$ cat config.mk
export PLATFORM = sky130hd
export DESIGN_NAME = ptgp_cell
export DESIGN_NICKNAME = d
export VERILOG_FILES = /design/src/pixel_to_ground_plane_unit_macros.svh /design/src/ptgp_pkg.sv /design/src/ptgp_cell.sv
export SDC_FILE = /design/constraint.sdc
export NUM_CORES = 1
export LEC_CHECK = 0
export BUFFER_PORTS_ARGS = -buffer_cell sky130_fd_sc_hd__buf_2
export CAP_MARGIN = 40
export CORE_MARGIN = 2
export CORE_UTILIZATION = 25
export DETAILED_ROUTE_END_ITERATION = 8
export PLACE_DENSITY = 0.47
export SYNTH_ARGS = -nofsm -noshare
export SYNTH_HDL_FRONTEND = slang
export SYNTH_SLANG_ARGS = --single-unit
$ cat constraint.sdc
create_clock -name clock -period 12.95 [get_ports clock]
set_clock_uncertainty 0.2 [all_clocks]
set_input_delay 1.295 -clock clock [delete_from_list [all_inputs] [get_ports clock]]
set_output_delay 1.295 -clock clock [all_outputs]
set_load 0.02 [all_outputs]
$ cat src/pixel_to_ground_plane_unit_macros.svh
// Assertion macros for the pixel to ground plane unit.
`ifndef PIXEL_TO_GROUND_PLANE_UNIT_MACROS_SVH
`define PIXEL_TO_GROUND_PLANE_UNIT_MACROS_SVH
`ifndef SYNTHESIS
// check that a holds b in the same cycle
`define PTGP_ASSERT_IMPLY(label, clk, rst, a, b) \
   label: assert property (@(posedge clk) disable iff (rst) (a) |-> (b)) \
      else $error("assertion failed: label");
// check that a holds b in the next cycle
`define PTGP_ASSERT_NEXT(label, clk, rst, a, b) \
   label: assert property (@(posedge clk) disable iff (rst) (a) |=> (b)) \
      else $error("assertion failed: label");
`else
`define PTGP_ASSERT_IMPLY(label, clk, rst, a, b)
`define PTGP_ASSERT_NEXT(label, clk, rst, a, b)
`endif
`endif

$ cat src/ptgp_pkg.sv
// Shared constants and types of the pixel to ground plane unit.
package ptgp_pkg;
   localparam int PIXEL_BITS = 12;
   localparam int FRAC_BITS  = 16;
   localparam int COEF_W     = 32;
   localparam int QBITS      = 32;
   localparam int NUM_REGS   = 8;
   localparam int IDX_W      = $clog2(NUM_REGS);
   localparam int ADDR_W     = IDX_W + 2;
   // signed coefficient times zero-extended pixel
   localparam int PROD_W     = COEF_W + PIXEL_BITS + 1;
   // sum of three terms
   localparam int SUM_W      = PROD_W + 2;
   // remainder and shifted divisor width of the division chain
   localparam int DIV_W      = SUM_W + QBITS;

   localparam logic [IDX_W-1:0] REG_H00 = IDX_W'(0);
   localparam logic [IDX_W-1:0] REG_H01 = IDX_W'(1);
   localparam logic [IDX_W-1:0] REG_H02 = IDX_W'(2);
   localparam logic [IDX_W-1:0] REG_H10 = IDX_W'(3);
   localparam logic [IDX_W-1:0] REG_H11 = IDX_W'(4);
   localparam logic [IDX_W-1:0] REG_H12 = IDX_W'(5);
   localparam logic [IDX_W-1:0] REG_H20 = IDX_W'(6);
   localparam logic [IDX_W-1:0] REG_H21 = IDX_W'(7);

   localparam logic [COEF_W-1:0] ONE_Q = COEF_W'(1) << FRAC_BITS;

   typedef logic signed [COEF_W-1:0] coef_type;
   typedef coef_type coef_bank_type [NUM_REGS];

   // payload handed from cell to cell
   typedef struct packed {
      logic [DIV_W-1:0] rem_x;
      logic [DIV_W-1:0] rem_y;
      logic [DIV_W-1:0] dsh;
      logic [QBITS-1:0] qx;
      logic [QBITS-1:0] qy;
      logic             neg_x;
      logic             neg_y;
      logic             ovf_x;
      logic             ovf_y;
      logic             horizon;
   } div_type;
endpackage

$ cat src/ptgp_cell.sv
// One restoring division cell: settles one quotient bit of both coordinates.
module ptgp_cell (
   input  logic              clock,
   input  logic              reset,
   input  logic              in_valid,
   input  ptgp_pkg::div_type in_data,
   output logic              in_go,
   output logic              out_valid,
   output ptgp_pkg::div_type out_data,
   input  logic              out_go
);
   localparam int QB = ptgp_pkg::QBITS;

   logic              valid_ff;
   ptgp_pkg::div_type data_ff;
   ptgp_pkg::div_type data_in;
   logic              take_x, take_y;

   assign in_go = !valid_ff || out_go;

   // subtract the shifted divisor where it fits, then halve it
   always_comb begin
      take_x          = in_data.rem_x >= in_data.dsh;
      take_y          = in_data.rem_y >= in_data.dsh;
      data_in         = in_data;
      data_in.rem_x   = take_x ? in_data.rem_x - in_data.dsh : in_data.rem_x;
      data_in.rem_y   = take_y ? in_data.rem_y - in_data.dsh : in_data.rem_y;
      data_in.qx      = {in_data.qx[QB-2:0], take_x};
      data_in.qy      = {in_data.qy[QB-2:0], take_y};
      data_in.dsh     = in_data.dsh >> 1;
   end

   always_ff @(posedge clock) begin
      if (reset) begin
         valid_ff <= 1'b0;
      end else if (in_go) begin
         valid_ff <= in_valid;
      end
      if (in_go) begin
         data_ff <= data_in;
      end
   end

   assign out_valid = valid_ff;
   assign out_data  = data_ff;
endmodule
* After elaboration in Yosys (flattened, before gate mapping) *
Index checks and enable logic that the tools add are counted.

cells by class
  $lt $le $gt $ge = 2
  mux-type cells = 2
  add/subtract/negate cells = 2
  reduce and logical (&&, ||, !) cells = 2

operators with widths
  operator              number
  >= comparator 79 bit  2
  two-way mux 79 bit    2
  subtractor 79 bit     2
  zero test 1 bit       1
  logical OR 1 bit      1

word-level totals
  register bits after elaboration = 306
  input port bits = 310
  output and inout bits = 308
  word-level logic and storage cells = 19

* Logic depth before layout (Yosys ltp) *
Gate-level depths: netlist (run 1).

  word-level depth = 2
  depth in mapped cells = 16
  mapped depth without buffers = 14

* Least setup slack after synthesis (run 1) *
No wires, ideal clock.

  path kind = input to output
  start = in out_go
  end = out in_go
  data required time = 11.455 ns
  slack = 2.715 ns
  data arrival time = 8.740 ns
  path buffers = 0
  stages on the path = 1
  cell sequence = nand2b_1

between the ends
  cells in the longest elaborated chain, start to end = 1

RTL lines
  element             line             text
  start: declaration  ptgp_cell.sv:10  input logic out_go
  logical OR 1 bit    ptgp_cell.sv:19  assign in_go = !valid_ff || out_go;
  end: declaration    ptgp_cell.sv:7   output logic in_go,

Every way passes these cells.

==> impl_results.md, run 1 <==
- First-pass GRT wire length: 122700 um
- Most frequent cells in the layout: 614 x buf_2, 306 x a21oi_1, 305 x edfxtp_1
- Mean post-synth cell area: 9.462 um^2
- CP Capture Type: flop
- Worst min-delay path endpoint: out_data[108]
- Maximum Capacitance Violations: 0
- Die height: 294.2 um
- Synth warnings: 0
- FILL cells: 8955
- Vias/cell: 4.881
- Synth Register Bits: 306
- Row count: 106
- Most common cell after layout, fill and taps aside: buf_2
- Gr usage total: 0.1916
- Multi-input logic area: 0.01081 mm^2
- CTS resizes: 0
- Clock transition at path regs: 60 ps
- Post-synth EDFFs: 305
- Crit path time final: 6285 ps
- IO Pins: 618
- Max Slew Vio Count: 0
- Post-Route WL: 86360 um
- Pleak: 11.33 nW
- Outcome: finished, final reports clean
- Max Clk Rate: 0.1591 GHz
- CTS tree: yes
- Sum Neg Setup Slack: 0 ps
- Syn nets: 2695
- CP arrival: 6400 ps
- Syn Inst Count: 2225
- Share of layout cells above drive strength 1: 0.2633
- P per Cell Area: 132.6 mW/mm^2
- Hold WC Path Type: flop to flop
- Die width: 294.2 um
- Post-route ant nets: 0
- WS Path Type: input port to flop
- Worst setup SP type: input port
- Yosys cell types: 78
- Total CTS buffers: 41
- CTS sink cnt: 306
- Async SR Flop Fraction: 0
- Initial Util: 0.2520
- Most used DFF post-synth: edfxtp_1
- Worst Slack Setup Final: 6665 ps
- # DRC: 0
- RSZ-0062 raised after global routing: no
- Clock buffer depth: 3
- Fin. Hold Viols: 0
- Largest net degree at the start of global routing: 140
- Clock latency on the worst-skew pair: 570 ps
- Setup Viol. Count Final: 0
- Crit-path max FO: 75
- Drt wl/cell: 22.16 um
- Worst r2r src: out_valid
- Initial antenna violation count: 25
- Worst Tran Pin Value: 1022 ps
- Die area: 0.08655 mm^2
- Total vias in the final route: 19020
- Reg-to-reg critical path endpoint: out_data[13]
- Root buf cell: clkbuf_16
- Hold Path Cell Cnt: 1
- Setup WS pre-CTS: 6118 ps
- Drt first pass iters: 5
- DPL Wire Length: 71060 um
- FF+latch area: 0.009179 mm^2
- Post-CTS Setup Bufs: 0
- Core area: 0.08356 mm^2
- Final period utilization: 0.4854
- Synth Cell Area: 0.02105 mm^2
- Synth-to-layout area growth: 25.19%
- Hold buffers post-CTS: 0
- CTS H-Tree Depth: 2
- Vias in the first global route: 18470
- Maximum VDD drop: 0.08333 mV
- Buffers on Ports: 614
- Worst Path Required: 13070 ps
- Min-delay src: out_valid
- Worst R2R Setup Slack: 9720 ps
- DRT iter0 DRCs: 1153
- Final net count: 3250
- Rel. slew slack: 0.3184
- Reg2reg path depth: 5
- Placer Congestion: 0.8804
- Total grt overflow: 0
- Sequential element share of the synthesized area: 0.4360
==> power breakdown <==
| part | switching, W | total (W) | internal, W | leakage [nW] |
|---|---|---|---|---|
| Combinational | 0.000725 | 0.00109 | 0.000369 | 7.57 |
| Clock | 0.000485 | 0.00112 | 0.000637 | 0.618 |
| Sequential | 0.0000340 | 0.00128 | 0.00124 | 3.15 |
==> state kept, by name, indices dropped and copies added, names as in the netlist <==
| signal | flops |
|---|---|
| out_valid | 1 |
| out_data | 305 |
==> metal layers <==
metal / share of wire / global-route usage / wire, um
met5: 0.0023 / 0 / 195
met4: 0.026 / 0.05164 / 2250
met3: 0.068 / 0.04962 / 5878
met1: 0.43 / 0.2428 / 36950
met2: 0.48 / 0.3212 / 41080
==> metrics by stage <==
step	hold WS [ps]	total power [W]	instance area, um^2	cells	util
final	415.5	0.003494	26360	3897	0.3154
after detailed placement	431.5	0.002394	25050	3817	0.2998
after CTS	452.8	0.003548	26340	3891	0.3153
after global routing	449.0	0.003684	26350	3895	0.3154
after global placement	429.7	0.002393	25000	3815	0.2992
after floorplan	1164	0.002020	21050	2225	-
==> synth_stat cells (24+ instances only) <==
library cell | count | area (um^2)
a21o_1 | 78 | 585.6
a21oi_1 | 306 | 1531
buf_2 | 33 | 165.2
clkbuf_1 | 58 | 217.7
edfxtp_1 | 305 | 9159
ha_1 | 158 | 1977
inv_1 | 122 | 457.9
nand2_1 | 182 | 683.2
nand3_1 | 32 | 160.2
nand4_1 | 72 | 450.4
nor2_1 | 221 | 829.6
nor3_1 | 27 | 135.1
o21a_1 | 24 | 180.2
o21ai_0 | 124 | 620.6
o21bai_1 | 41 | 307.8
xnor2_1 | 87 | 762.0
xor2_1 | 57 | 499.2
==> worst max-delay path by stage <==
stage                     start             to  cells past startpoint
finish              in_data[75]  out_data[183]                     15
global placement    in_data[75]  out_data[183]                     14
floorplan                out_go          in_go                      1
global route        in_data[76]  out_data[183]                     15
detailed placement  in_data[75]  out_data[181]                     15
CTS                 in_data[75]  out_data[183]                     15
==> cells by family after synthesis <==
family / share of synthesized area
other: 0.0001781
buffers and inverters: 0.05093
and+or+nand+nor: 0.1389
AOI/OAI and AO/OA: 0.2118
muxes: 0.006537
DFF: 0.4360
xor gates and xnor gates: 0.05991
adders and majority gates: 0.09580
==> critical path, stage by stage <==
cell	delay (ps)
buf_2	90
inv_1	60
ha_1	370
nand3_1	160
a211oi_1	440
o211ai_1	360
a211oi_2	450
o21a_1	500
and4b_1	370
o2111ai_1	140
and2_1	230
buf_16	180
inv_4	520
buf_4	740
mux2_2	410
==> layout make-up <==
cell class | count | area share
multi-input combinational | 1677 | 0.4102
sequential | 306 | 0.3483
timing repair buffer | 630 | 0.1229
tap | 1080 | 0.05127
clock buffer | 47 | 0.04059
inverter | 124 | 0.01785
clock inverter | 27 | 0.008450
antenna | 6 | 0.0005697
(Power assumes the default switching activity.)
==> inputs of run 2 (changes only) <==
- clock period: 12.95 -> 5.8 ns (I/O delays scaled with it)
==> run 2 against run 1 <==
Global-route usage up 0.34 points. Worst hold slack worse by 380 ps. Wire length up 2.1%. Register-to-register slack worse by 6200 ps. Via count up 3.1%. Die area unchanged. Combinational power up 130%. Worst setup slack worse by 5800 ps. First-iteration DRC count down 2.9%. Power up 130%. Flip-flop and latch count unchanged. Sequential share of layout area down 1.9 points.
==> impl_results.md, run 2 (synthesis results as in run 1) <==
- Outcome: finished, final reports clean
- Maximum Capacitance Violations: 0 (unchanged)
- Total vias in the final route: 19618 (+3.1%)
- DPL Wire Length: 71370 um (+0.43%)
- Synth-to-layout area growth: 32.31%
- Final period utilization: 0.8468
- Fin. Hold Viols: 0 (unchanged)
- Total CTS buffers: 41 (unchanged)
- Maximum VDD drop: 0.1695 mV (+100%)
- Sum Neg Setup Slack: 0 ps (unchanged)
- Worst Tran Pin Value: 903.0 ps (-119.4 ps)
- Post-CTS Setup Bufs: 0 (unchanged)
- Crit path cell chain: dlygate4sd3_1 > buf_2 > inv_1 > ha_1 > nand3_1 > a211oi_1 > o211ai_1 > a211oi_2 > o21a_1 > and4b_1 > o2111ai_1 > and2_1 > inv_4 > buf_4 > buf_4 > a21oi_1
- Initial antenna violation count: 20 (-20%)
- Die width: 294.2 um (unchanged)
- Util after Layout: 0.3334 (+0.01794)
- Pleak: 11.99 nW (+5.8%)
- Worst setup SP type: input port
- Clock transition at path regs: 50 ps (about the same)
- Rel. slew slack: 0.3980 (+0.07960)
- Drt wl/cell: 21.78 um (-1.7%)
- Crit path max-delay cell type: dlygate4sd3_1
- Buffers on Ports: 614 (unchanged)
- First-pass GRT wire length: 125300 um (+2.1%)
- FILL cells: 8803 (-1.7%)
- Vias/cell: 4.848 (-0.68%)
- Crit path buffers/inverters: 6 (+1)
- Hold Path Cell Cnt: 1 (unchanged)
- Clock buffer depth: 3 (unchanged)
- Most common cell after layout, fill and taps aside: buf_2
- Share of layout cells above drive strength 1: 0.2539 (-0.009369)
- Gr usage total: 0.1949 (+0.003361)
- DRT iter0 DRCs: 1120 (-2.9%)
- Crit path time final: 4912 ps
- Hold WC Path Type: input port to flop
- CTS resizes: 0 (unchanged)
- Hold buffers post-CTS: 138 (+138)
- Post-Route WL: 88130 um (+2.1%)
- Drt first pass iters: 5 (unchanged)
- CP Capture Type: flop
- Design Power: 0.007952 W (+130%)
- Worst Path Required: 5900 ps (-7170 ps)
- CTS sink cnt: 306 (unchanged)
- WS Path Type: input port to flop
- Setup Viol. Count Final: 0 (unchanged)
- P per Cell Area: 285.5 mW/mm^2 (+120%)
- Worst path depth: 16 (+1)
- Initial Util: 0.2520 (unchanged)
- Row count: 106 (unchanged)
- Root buf cell: clkbuf_16
- Slowest Stage Delay on Critical Path: 580 ps (-160 ps)
- Die height: 294.2 um (unchanged)
- Crit-path max FO: 20 (-73%)
- CTS H-Tree Depth: 2 (unchanged)
- Final net count: 3402 (+4.7%)
- Most Frequent Cell on Critical Path: buf_4
- Max Clk Rate: 0.2036 GHz
- Placer Congestion: 0.8874 (+0.80%)
- Max Slew Vio Count: 0 (unchanged)
- Die area: 0.08655 mm^2 (unchanged)
- Most frequent cells in the layout: 614 x buf_2, 306 x a21oi_1, 305 x edfxtp_1
- Post-route ant nets: 0 (unchanged)
- Vias in the first global route: 19326 (+4.6%)
- Clock latency on the worst-skew pair: 570 ps (about the same)
- IO Pins: 618 (unchanged)
- Core area: 0.08356 mm^2 (unchanged)
- Reg2reg path depth: 2 (-3)
- # DRC: 0 (unchanged)
- CP arrival: 5020 ps (-1380 ps)
- RSZ-0062 raised after global routing: no
- Total grt overflow: 0 (unchanged)
- CTS tree: yes
- Largest net degree at the start of global routing: 137 (-2.1%)
- CP delay by family, top: compound AO/OA/AOI/OAI gates
- Largest register FFs: 305 (unchanged)
==> run 2: worst paths after layout <==
check | startpoint | endpoint | slack [ps]
worst max-delay path | in_data[76] | out_data[177] | 890
worst min-delay path | in_data[18] | out_data[19] | 30
worst max register to register | out_valid | out_data[189] | 3490
worst min register to register | out_valid | out_data[56] | 900
==> run 2: area by class of cell <==
| cell class | instances | area, um^2 | area share |
|---|---|---|---|
| Antenna cell | 5 | 12.51 | 0.0004492 |
| Clock buffer | 54 | 1085 | 0.03894 |
| Clock inverter | 19 | 217.7 | 0.007816 |
| Inverter | 124 | 470.5 | 0.01689 |
| Multi-Input combinational cell | 1677 | 10810 | 0.3881 |
| Sequential cell | 306 | 9179 | 0.3295 |
| Tap cell | 1080 | 1351 | 0.04851 |
| Timing Repair Buffer | 782 | 4730 | 0.1698 |
==> run 2: through the flow <==
step                instance area, um^2  setup WS (ps)  hold slack [ps]  std cells
finish                            27860          888.4            31.89       4047
detailed placement                25160          872.3            558.3       3831
global route                      27850          580.5            7.937       4046
global placement                  25160          913.6            556.0       3831
CTS                               27840          831.3            1.074       4042
floorplan                         21060          534.0            449.1       2225
==> run 2: routing by layer <==
metal	GRT usage	routed length (um)
met5	0	154
met1	0.2471	38120
met2	0.3326	42100
met4	0.04754	1964
met3	0.04592	5790
==> run 2: power by group <==
group | internal [W] | switching [W]
clock | 0.00150 | 0.00105
sequential | 0.00278 | 0.0000806
combinational | 0.000900 | 0.00165
